<file path="config.mk">
export PLATFORM = sky130hd
export DESIGN_NAME = banked_mapper_with_scanline_irq
export DESIGN_NICKNAME = d
export VERILOG_FILES = /design/src/sv/bmsirq_pkg.sv /design/src/sv/banked_mapper_with_scanline_irq.sv
export SDC_FILE = /design/constraint.sdc
export NUM_CORES = 1
export LEC_CHECK = 0
export ABC_AREA = 1
export BUFFER_PORTS_ARGS = -buffer_cell sky130_fd_sc_hd__buf_2
export CAP_MARGIN = 15
export CORE_MARGIN = 2
export CORE_UTILIZATION = 67
export CTS_BUF_LIST = sky130_fd_sc_hd__clkbuf_2 sky130_fd_sc_hd__clkbuf_4 sky130_fd_sc_hd__clkbuf_8
export CTS_CLUSTER_DIAMETER = 40
export DETAILED_ROUTE_END_ITERATION = 7
export PLACE_DENSITY = 0.88
export RECOVER_POWER = 50
export SLEW_MARGIN = 25
export SYNTH_ARGS = -nofsm -noshare
export SYNTH_HDL_FRONTEND = slang
export SYNTH_SLANG_ARGS = --single-unit
</file>
<file path="constraint.sdc">
create_clock -name clk -period 5.3 [get_ports clk]
set_input_delay 1.325 -clock clk [delete_from_list [all_inputs] [get_ports clk]]
set_output_delay 1.325 -clock clk [all_outputs]
set_load 0.01 [all_outputs]
</file>
<file path="src/sv/bmsirq_pkg.sv">
package bmsirq_pkg;

	// Item codes
	localparam logic [1:0] MODE_TICK      = 2'd0;
	localparam logic [1:0] MODE_CPU_WRITE = 2'd1;
	localparam logic [1:0] MODE_CPU_READ  = 2'd2;
	localparam logic [1:0] MODE_PPU_READ  = 2'd3;

	localparam logic [1:0] SEL_NONE = 2'd0;
	localparam logic [1:0] SEL_PRG  = 2'd1;
	localparam logic [1:0] SEL_CHR  = 2'd2;

	// Configuration register indexes
	localparam int CFG_INDEX_W = 3;
	localparam int CFG_DATA_W  = 21;
	localparam logic [CFG_INDEX_W-1:0] CFG_REG_LINE_LOW_MASK  = 3'd0;
	localparam logic [CFG_INDEX_W-1:0] CFG_REG_LINE_HIGH_MASK = 3'd1;
	localparam logic [CFG_INDEX_W-1:0] CFG_HALF_CHR           = 3'd2;
	localparam logic [CFG_INDEX_W-1:0] CFG_PRG_ADDRESS_MASK   = 3'd3;
	localparam logic [CFG_INDEX_W-1:0] CFG_CHR_ADDRESS_MASK   = 3'd4;

	// Register groups by address bits 15..12
	localparam logic [3:0] TOP_PRG_FIRST  = 4'h8;
	localparam logic [3:0] TOP_MIRROR     = 4'h9;
	localparam logic [3:0] TOP_PRG_SECOND = 4'hA;
	localparam logic [3:0] TOP_CHR_FIRST  = 4'hB;
	localparam logic [3:0] TOP_CHR_LAST   = 4'hE;
	localparam logic [3:0] TOP_IRQ        = 4'hF;

	// IRQ register sub-index {sub2, sub1}
	localparam logic [1:0] IRQ_RELOAD_LOW  = 2'd0;
	localparam logic [1:0] IRQ_RELOAD_HIGH = 2'd1;
	localparam logic [1:0] IRQ_CONTROL     = 2'd2;
	localparam logic [1:0] IRQ_ACK         = 2'd3;

	localparam int CHR_BANK_COUNT = 8;
	localparam int CHR_IDX_W      = 3;
	localparam int PRESCALER_W    = 9;
	localparam logic [PRESCALER_W-1:0] PRESCALE_STEP = 9'd3;
	localparam logic [7:0] PRG_NEAR_LAST_BANK = 8'hFE;
	localparam logic [7:0] COUNTER_TOP        = 8'hFF;

	localparam logic [11:0] RESET_LOW_MASK  = 12'd2;
	localparam logic [11:0] RESET_HIGH_MASK = 12'd4;
	localparam logic [20:0] RESET_PRG_MASK  = 21'd253952;
	localparam logic [17:0] RESET_CHR_MASK  = 18'd261120;

	typedef struct packed {
		logic [1:0]  mode;
		logic [15:0] address;
		logic [7:0]  data;
	} in_item_t;

	typedef struct packed {
		logic [20:0] rom_address;
		logic [1:0]  rom_select;
		logic        irq_line;
		logic [1:0]  mirroring;
	} out_item_t;

endpackage

</file>
<file path="src/sv/banked_mapper_with_scanline_irq.sv">
// A result is registered at the edge that accepts its item.
// Throughput: one item per cycle; the next item enters while a result waits, stall permitting.
// Rate is set by the single result register; the input stalls only while that result is held.
// Reset (arst_n low, asynchronous): bank, mirroring and IRQ state clear, the prescaler
// loads PRESCALE_PERIOD, configuration returns to its default masks, no result is valid.
module banked_mapper_with_scanline_irq #(
	parameter int PRESCALE_PERIOD = 341
) (
	input  logic                                    clk,
	input  logic                                    arst_n,
	input  logic                                    in_valid,
	output logic                                    in_stall,
	input  bmsirq_pkg::in_item_t                    in_item,
	output logic                                    out_valid,
	input  logic                                    out_stall,
	output bmsirq_pkg::out_item_t                   out_item,
	input  logic                                    cfg_we,
	input  logic [bmsirq_pkg::CFG_INDEX_W-1:0]      cfg_index,
	input  logic [bmsirq_pkg::CFG_DATA_W-1:0]       cfg_wdata
);
	import bmsirq_pkg::*;

	localparam logic [PRESCALER_W-1:0] PERIOD_RESET = PRESCALER_W'(PRESCALE_PERIOD);
	localparam logic [PRESCALER_W:0]   PERIOD_EXT   = {1'b0, PERIOD_RESET};
	localparam logic [PRESCALER_W:0]   STEP_EXT     = {1'b0, PRESCALE_STEP};

	// Configuration registers
	logic [11:0] low_mask_q;
	logic [11:0] high_mask_q;
	logic        half_chr_q;
	logic [20:0] prg_mask_q;
	logic [17:0] chr_mask_q;

	// Mapper state
	logic       prg_swap_q, prg_swap_d;
	logic [7:0] prg_first_q, prg_first_d;
	logic [7:0] prg_second_q, prg_second_d;
	logic [7:0] chr_bank_q [CHR_BANK_COUNT];
	logic [7:0] chr_bank_d [CHR_BANK_COUNT];
	logic [1:0] mirror_q, mirror_d;
	logic [7:0] reload_q, reload_d;
	logic [7:0] irq_counter_q, irq_counter_d;
	logic [PRESCALER_W-1:0] prescaler_q, prescaler_d;
	logic       irq_pending_q, irq_pending_d;
	logic       irq_enabled_q, irq_enabled_d;
	logic       enable_after_ack_q, enable_after_ack_d;
	logic       cycle_mode_q, cycle_mode_d;

	logic      in_acc;
	out_item_t result;

	// A new transaction enters unless a finished result is held back downstream.
	assign in_stall = out_valid && out_stall;
	assign in_acc   = in_valid && !in_stall;

	// Configuration is to be written only while idle (the block does not enforce it); indexes past the list are dropped.
	always_ff @(posedge clk or negedge arst_n) begin
		if (!arst_n) begin
			low_mask_q  <= RESET_LOW_MASK;
			high_mask_q <= RESET_HIGH_MASK;
			half_chr_q  <= 1'b0;
			prg_mask_q  <= RESET_PRG_MASK;
			chr_mask_q  <= RESET_CHR_MASK;
		end else if (cfg_we) begin
			case (cfg_index)
				CFG_REG_LINE_LOW_MASK:  low_mask_q  <= cfg_wdata[11:0];
				CFG_REG_LINE_HIGH_MASK: high_mask_q <= cfg_wdata[11:0];
				CFG_HALF_CHR:           half_chr_q  <= cfg_wdata[0];
				CFG_PRG_ADDRESS_MASK:   prg_mask_q  <= cfg_wdata[20:0];
				CFG_CHR_ADDRESS_MASK:   chr_mask_q  <= cfg_wdata[17:0];
				default: ;
			endcase
		end
	end

	// Next state and the result for the item at the input.
	always_comb begin
		logic [3:0]  top;
		logic        sub1;
		logic        sub2;
		logic [7:0]  wdata;
		logic [7:0]  cmask;
		logic [7:0]  pmask;
		logic        is_write;
		logic        chr_we;
		logic [CHR_IDX_W-1:0] chr_widx;
		logic [3:0]  nib;
		logic        step;
		logic [20:0] near;
		logic [20:0] base;
		logic [7:0]  rd_bank;

		prg_swap_d         = prg_swap_q;
		prg_first_d        = prg_first_q;
		prg_second_d       = prg_second_q;
		chr_bank_d         = chr_bank_q;
		mirror_d           = mirror_q;
		reload_d           = reload_q;
		irq_counter_d      = irq_counter_q;
		prescaler_d        = prescaler_q;
		irq_pending_d      = irq_pending_q;
		irq_enabled_d      = irq_enabled_q;
		enable_after_ack_d = enable_after_ack_q;
		cycle_mode_d       = cycle_mode_q;

		// Register decode: top nibble plus two sub-index bits from the line masks.
		top      = in_item.address[15:12];
		sub1     = |(in_item.address[11:0] & low_mask_q);
		sub2     = |(in_item.address[11:0] & high_mask_q);
		cmask    = chr_mask_q[17:10];
		pmask    = prg_mask_q[20:13];
		is_write = (in_item.mode == MODE_CPU_WRITE) && in_item.address[15];
		chr_we   = is_write && (top >= TOP_CHR_FIRST) && (top <= TOP_CHR_LAST);

		// Half-CHR boards wire the CHR-region data one bit over.
		wdata    = (half_chr_q && chr_we) ? {1'b0, in_item.data[7:1]} : in_item.data;
		nib      = wdata[3:0];
		chr_widx = {2'(top - TOP_CHR_FIRST), sub2};

		// CHR banks are written one nibble at a time; sub1 picks the high nibble.
		for (int i = 0; i < CHR_BANK_COUNT; i++) begin
			if (chr_we && chr_widx == CHR_IDX_W'(i)) begin
				chr_bank_d[i] = sub1 ? ({nib, chr_bank_q[i][3:0]} & cmask)
				                     : ({chr_bank_q[i][7:4], nib} & cmask);
			end
		end

		if (is_write && !chr_we) begin
			case (top)
				TOP_PRG_FIRST:  prg_first_d  = wdata & pmask;
				TOP_PRG_SECOND: prg_second_d = wdata & pmask;
				TOP_MIRROR: begin
					if (sub2) prg_swap_d = wdata[1];
					else      mirror_d   = wdata[1:0];
				end
				TOP_IRQ: begin
					case ({sub2, sub1})
						IRQ_RELOAD_LOW:  reload_d = {reload_q[7:4], wdata[3:0]};
						IRQ_RELOAD_HIGH: reload_d = {wdata[3:0], reload_q[3:0]};
						IRQ_CONTROL: begin
							enable_after_ack_d = in_item.data[0];
							irq_enabled_d      = in_item.data[1];
							cycle_mode_d       = in_item.data[2];
							irq_pending_d      = 1'b0;
							if (in_item.data[1]) begin
								irq_counter_d = reload_q;
								prescaler_d   = PERIOD_RESET;
							end
						end
						IRQ_ACK: begin
							irq_pending_d = 1'b0;
							irq_enabled_d = enable_after_ack_q;
						end
						default: ;
					endcase
				end
				default: ;
			endcase
		end

		// IRQ counter, while enabled: step every tick in cycle mode, else on each prescaler wrap.
		step = 1'b0;
		if (in_item.mode == MODE_TICK && irq_enabled_q) begin
			if (cycle_mode_q) begin
				step = 1'b1;
			end else if (prescaler_q <= PRESCALE_STEP) begin
				prescaler_d = PRESCALER_W'({1'b0, prescaler_q} + PERIOD_EXT - STEP_EXT);
				step        = 1'b1;
			end else begin
				prescaler_d = prescaler_q - PRESCALE_STEP;
			end
		end
		if (step) begin
			if (irq_counter_q == COUNTER_TOP) begin
				irq_pending_d = 1'b1;
				irq_counter_d = reload_q;
			end else begin
				irq_counter_d = irq_counter_q + 8'd1;
			end
		end

		// Address translation from the state before this item.
		near    = {PRG_NEAR_LAST_BANK, 13'd0} & prg_mask_q;
		rd_bank = chr_bank_q[in_item.address[10 +: CHR_IDX_W]];
		case (in_item.address[14:13])
			2'd0:    base = prg_swap_q ? near : {prg_first_q, 13'd0};
			2'd1:    base = {prg_second_q, 13'd0};
			2'd2:    base = prg_swap_q ? {prg_first_q, 13'd0} : near;
			default: base = prg_mask_q;
		endcase

		result.rom_address = '0;
		result.rom_select  = SEL_NONE;
		case (in_item.mode)
			MODE_CPU_READ: begin
				if (in_item.address[15]) begin
					result.rom_address = base | {8'd0, in_item.address[12:0]};
					result.rom_select  = SEL_PRG;
				end
			end
			MODE_PPU_READ: begin
				// Nametable area is unmapped; bits 15..14 are ignored.
				if (!in_item.address[13]) begin
					result.rom_address = {3'd0, rd_bank, in_item.address[9:0]};
					result.rom_select  = SEL_CHR;
				end
			end
			default: ;
		endcase
		result.irq_line  = irq_pending_d;
		result.mirroring = mirror_d;
	end

	// Advance state on each accepted transaction.
	always_ff @(posedge clk or negedge arst_n) begin
		if (!arst_n) begin
			prg_swap_q         <= 1'b0;
			prg_first_q        <= '0;
			prg_second_q       <= '0;
			for (int i = 0; i < CHR_BANK_COUNT; i++) chr_bank_q[i] <= '0;
			mirror_q           <= '0;
			reload_q           <= '0;
			irq_counter_q      <= '0;
			prescaler_q        <= PERIOD_RESET;
			irq_pending_q      <= 1'b0;
			irq_enabled_q      <= 1'b0;
			enable_after_ack_q <= 1'b0;
			cycle_mode_q       <= 1'b0;
			out_valid          <= 1'b0;
		end else begin
			if (in_acc) begin
				prg_swap_q         <= prg_swap_d;
				prg_first_q        <= prg_first_d;
				prg_second_q       <= prg_second_d;
				chr_bank_q         <= chr_bank_d;
				mirror_q           <= mirror_d;
				reload_q           <= reload_d;
				irq_counter_q      <= irq_counter_d;
				prescaler_q        <= prescaler_d;
				irq_pending_q      <= irq_pending_d;
				irq_enabled_q      <= irq_enabled_d;
				enable_after_ack_q <= enable_after_ack_d;
				cycle_mode_q       <= cycle_mode_d;
				out_valid          <= 1'b1;
			end else if (!out_stall) begin
				out_valid <= 1'b0;
			end
		end
	end

	// Result payload: hold while stalled, load on accept.
	always_ff @(posedge clk) begin
		if (in_acc) begin
			out_item <= result;
		end
	end

	a_write_unmapped: assert property (@(posedge clk) disable iff (!arst_n)
		in_acc && in_item.mode == MODE_CPU_WRITE |=> out_item.rom_select == SEL_NONE)
		else $error("write transaction produced a ROM select");

	a_mirror_only_by_write: assert property (@(posedge clk) disable iff (!arst_n)
		in_acc && in_item.mode != MODE_CPU_WRITE |=> out_item.mirroring == $past(mirror_q))
		else $error("mirroring changed without a write");

	a_tick_disabled_idle: assert property (@(posedge clk) disable iff (!arst_n)
		in_acc && in_item.mode == MODE_TICK && !irq_enabled_q
		|=> $stable(irq_counter_q) && $stable(prescaler_q) && $stable(irq_pending_q))
		else $error("IRQ state moved on a disabled tick");

	a_chr_range: assert property (@(posedge clk) disable iff (!arst_n)
		out_valid && out_item.rom_select == SEL_CHR |-> out_item.rom_address[20:18] == 3'd0)
		else $error("CHR address beyond 18 bits");

	a_irq_matches_state: assert property (@(posedge clk) disable iff (!arst_n)
		in_acc |=> out_item.irq_line == irq_pending_q)
		else $error("IRQ line differs from pending flag");

endmodule
</file>
---- Word-level counts from Yosys, hierarchy flattened ----
Cells that the tools add are included.
cells by class
  reductions and logical operators ........ 52
  multiply operators ...................... 0
  bitwise logic cells ..................... 23
  eq/ne operators ......................... 25
  div/mod/pow operators ................... 0
  mux-type cells .......................... 46
  $add $sub $neg .......................... 5
  magnitude comparators ................... 4
  shift operators ......................... 0
operator list
  kind                   number
  $and A8 B8 Y8          17
  $mux W8                17
  $mux W9                7
  $pmux W21 S3           1
  $pmux W23 S2           1
  $mux W21               2
  $reduce_and A2 Y1      13
  $and A12 B12 Y12       2
  $bmux W8 S3            1
  $reduce_or A12 Y1      2
  $mux W23               1
  $or A21 B13 Y21        1
  $mux W20               1
  $sub A9 B2 Y9 const B  2
  $eq A4 B4 Y1 const B   4
  $logic_and A1 B1 Y1    16
  $pmux W8 S2            1
  $eq A3 B3 Y1 const B   5
  $reduce_and A5 Y1      3
  $eq A3 B2 Y1 const B   4
  $reduce_and A4 Y1      3
  $eq A2 B2 Y1 const B   5
  $mux W1                10
  $reduce_bool A2 Y1     5
  19 further kinds       31
word-level totals
  ROM bits ................................ 0
  flip-flop bits (word level) ............. 203
  memories kept ........................... 0
  bits in writable memories ............... 0
  logic and storage cells ................. 185
  input port bits ......................... 55
  latch bits .............................. 0

---- Logic depth before layout (Yosys ltp) ----
  depth in word-level cells ............... 9
  depth in mapped cells ................... 16

---- Least setup slack after synthesis ----
No wires, ideal clock.
  path kind ............................... input-to-reg
  start point ............................. input port out_stall
  end point ............................... register prescaler_q[7]
  setup slack ............................. 2258 ps
  stages .................................. 7
  data required time ...................... 5182 ps
  arrival ................................. 2924 ps
  cells stage by stage .................... nand2_1 -> inv_2 -> nor2_4 -> clkbuf_1 -> o21ai_0 -> nand2_1 -> nand2_1
between the ends
  cells in the longest elaborated chain, start to end .. 3
RTL lines
  element               RTL line                                text
  start, declared       banked_mapper_with_scanline_irq.sv:15   input logic out_stall,
  $logic_and A1 B1 Y1   banked_mapper_with_scanline_irq.sv:53   assign in_stall = out_valid && out_stall;
  named net in_stall    banked_mapper_with_scanline_irq.sv:12   output logic in_stall,
  $logic_not A1 Y1      banked_mapper_with_scanline_irq.sv:54   assign in_acc = in_valid && !in_stall;
  $logic_and A1 B1 Y1   banked_mapper_with_scanline_irq.sv:54
  named net in_acc      banked_mapper_with_scanline_irq.sv:49   logic in_acc;
  end signal, assigned  banked_mapper_with_scanline_irq.sv:239  prescaler_q <= prescaler_d;
  end, declared         banked_mapper_with_scanline_irq.sv:43   logic [PRESCALER_W-1:0] prescaler_q, prescaler_d;
The timed path passes the listed nets, and every way through them passes these cells.
A chain may end at the register's enable or synchronous reset.

---- Final worst setup path ----
  start point ............................. input port in_item[20] (netlist bit)
  end point ............................... register chr_bank_q[26] (netlist bit)
between the ends
  cells in the longest elaborated chain, start to end .. 7
RTL lines
  element                            RTL line                                text
  start, declared                    banked_mapper_with_scanline_irq.sv:13   input bmsirq_pkg::in_item_t in_item,
  $ge A4 B4 Y1                       banked_mapper_with_scanline_irq.sv:113  chr_we = is_write && (top >= TOP_CHR_FIRST) && (top <= TOP_CHR_LAST);
  $logic_and A1 B1 Y1 (2 in series)  banked_mapper_with_scanline_irq.sv:113
  $logic_and A1 B1 Y1                banked_mapper_with_scanline_irq.sv:116  wdata = (half_chr_q && chr_we) ? {1'b0, in_item.data[7:1]} : in_item.data;
  $mux W8                            banked_mapper_with_scanline_irq.sv:116
  $and A8 B8 Y8                      banked_mapper_with_scanline_irq.sv:124  : ({chr_bank_q[i][7:4], nib} & cmask);
  $mux W8                            banked_mapper_with_scanline_irq.sv:123  chr_bank_d[i] = sub1 ? ({nib, chr_bank_q[i][3:0]} & cmask)
  end signal, assigned               banked_mapper_with_scanline_irq.sv:235  chr_bank_q <= chr_bank_d;
  end, declared                      banked_mapper_with_scanline_irq.sv:38   logic [7:0] chr_bank_q [CHR_BANK_COUNT];
Parallel ways exist; a longest one is shown, timed or not.

==> qor.csv <==
metric,value,unit
initial antenna violation count,1,
Setup WS pre-CTS,1.564,ns
H-tree depth,4,
post-synth top area cell,dfrtp_1,
Post-synth top cells,"299 x nand2_1, 211 x o21ai_0, 149 x inv_1",
min cycle time layout,3.340,ns
CTS tree,built,
Slew headroom,-0.7392,
area of the mapped netlist,9742,µm²
CP Launch Type,input pin,
setup bufs post-CTS,0,
largest net degree at the start of global routing,103,
Hold Fails Final Rpt,0,
worst-path maximum fanout,13,
hpwl dp,16550,µm
overflow left after global routing,0,
Logic pwr share,0.162,
Syn Nets,1265,
Static Leak,5.329,nW
fin worst setup slack,1.960,ns
Worst Setup End Kind,register,
Area Growth Syn to Fin,9.247,%
TritonRoute pass-1 iters,6,
vias in the first global route,8016,
worst min path class,reg -> reg,
TritonCTS Buffers,17,
GP Congestion,0.8841,
via density per instance,5.899,
# IOs,83,
Worst Path Arrival,3.70,ns
fillers,1063,
CP Class,in -> reg,
Syn Inst Count,1202,
ys flop type,dfrtp_1,
Post-Route WL,24410,µm
Critical Path RT,5.66,ns
Synth area leaders,"dfrtp_1 38%, nand2_1 12%, o21ai_0 11%, edfxtp_1 8.0%, inv_1 5.7%",
unrepaired setup endpoints after global routing,false,
sequential share of the synthesized area,0.5117,
Net Sw Power,997.0,µW
share of cells above drive strength 1,0.1405,
switch share,0.3016,
Final #Nets,1324,
Max Cap Viol,1,
Root Buffer,clkbuf_8,
Std-Cell Rows,44,
Fin Clk Skew,0.01564,ns
part of the power in the clock network,0.302,
count of unique library cells instantiated by Yosys,49,
#FFs+latches synth,193,
failing checks,"capacitance limit, slew limit",
# setup viols final,0,
worst slew pin tran,2.609,ns
Port Buffers,82,
hold slack,0.4964,ns
final core occ,0.7407,
post-CTS resize count,0,
"Slew Viols, Final",44,
number of synthesized flops with an enable pin,26,
die height,124.6,µm
share of the synthesized area in the top cell type,0.3776,
Pint,2.309,mW
Sink Count,193,
Post-Syn Area per Cell,8.105,µm²
setup tns final,0,ns
FF-to-FF setup slack,2.79,ns
Post-CTS Hold Buffers,0,
YS warnings,0,
detailed-route DRC error count,0,
final worst path period share,0.6301,
maximum buffer depth of the clock tree,2,
DRT antenna net count,0,
Post-synth ARST share,0.8653,
vias,8607,
status,"complete, but fails checks",
Initial Utilization,0.6780,
Global Route Usage Sum,0.3208,
DIE AREA,15520,µm²
clk slew on worst S/H paths,0.09,ns
initial drt markers,1022,
peak supply drop,0.0002001,V
Fmax,299.4,MHz
power per cell area,310.6,nW/µm²
clk_lat worst skew,0.48,ns
Sequential Power Share,0.537,
total power,3.306,mW
first-pass GRT wire length,39760,µm
Avg WL per Cell,16.73,µm
core area,14370,µm²
die width,124.6,µm
"count leader, synth",nand2_1,
==> power by group through the flow <==
stage	Clock, mW	Sequential (mW)	Combinational [mW]
after CTS	0.996	1.77	0.529
after detailed placement	0	1.80	0.526
after global placement	0	1.79	0.506
after global routing	1.06	1.79	0.607
after floorplan	0	1.77	0.361
final	0.998	1.77	0.534
==> critical path, cell delays in order <==
cell and delay [ns]:
buf_2 0.29, inv_1 0.32, ha_1 0.31, inv_1 0.05
nand2_1 0.07, nor2_4 0.11, inv_2 0.06, nand3_2 0.20
inv_1 0.14, nand2_1 0.09, nand2_2 0.15, o21ai_4 0.31
nand2_1 0.09, o21ai_0 0.09, inv_1 0.07
==> placed cells by master, fill, tap and decap left out, drive strengths merged <==
cell,synthesis,final
a211oi,10,10
a21oi,38,38
a221oi,1,1
a22o,1,1
a31o,2,2
a31oi,2,2
and2,1,1
buf,15,84
bufinv,0,2
clkbuf,31,24
clkinv,1,4
clkinvlp,0,3
dfrtp,147,147
dfstp,20,20
diode,0,1
edfxtp,26,26
ha,8,8
inv,156,158
mux2,1,1
nand2,306,306
nand3,53,53
nand3b,3,3
nand4,2,2
nor2,85,85
nor3,6,6
nor4,1,1
o211ai,9,9
o21ai,253,253
o21bai,2,2
o221ai,12,12
o22ai,2,2
or2,2,2
xnor2,1,1
xor2,5,5
==> metal layers <==
layer,global-route usage,vias up,routed length [µm]
met5,0,-,0
met2,0.5104,421,11630
met3,0.07045,62,2019
met4,0.1302,0,723
li1,-,4042,-
met1,0.4327,4082,10030
==> per-stage QoR <==
step	area (µm²)	cells
2_1_floorplan	9742	1202
3_3_place_gp	10220	1425
3_5_place_dp	10220	1425
4_1_cts	10630	1457
5_1_grt	10640	1458
6_report	10640	1459
==> cells by family after synthesis <==
group | synth area share
buf+inv | 0.08194
fa+ha+maj | 0.01028
simple gates | 0.2015
mux | 0.001156
xor+xnor | 0.005394
compound gates | 0.1880
flops | 0.5117
==> flip-flops by register name, summed over array words and instances (netlist names), 8 cells and up <==
name,count
prg_second_q,8
high_mask_q,12
reload_q,8
chr_mask_q,8
low_mask_q,12
irq_counter_q,8
prescaler_q,9
prg_mask_q,21
chr_bank_q,64
out_item,26
prg_first_q,8
==> path summary, 6_finish.rpt <==
check,cells past startpoint,from,endpoint
min in group asynchronous,1,arst_n,prescaler_q[5]$_DFFE_PN0P_
hold / removal,2,prg_second_q[4]$_DFFE_PN0P_,prg_second_q[4]$_DFFE_PN0P_
hold reg to reg,2,prg_second_q[4]$_DFFE_PN0P_,prg_second_q[4]$_DFFE_PN0P_
setup / recovery,15,in_item[20],chr_bank_q[26]$_DFFE_PN0P_
setup reg to reg,11,out_valid$_DFFE_PN0P_,chr_bank_q[18]$_DFFE_PN0P_
max in group asynchronous,1,arst_n,low_mask_q[3]$_DFFE_PN0P_
==> area by class of cell <==
type	count	area, µm²	share of cell area
sequential	193	4985	0.4684
multi-input combinational	806	3951	0.3713
inverter	157	593.1	0.05573
timing repair buffer	86	470.5	0.04420
clock buffer	22	284.0	0.02669
tap	184	230.2	0.02163
clock inverter	10	126.4	0.01187
antenna	1	2.502	0.0002351
Power figures use the tool's default switching activity.
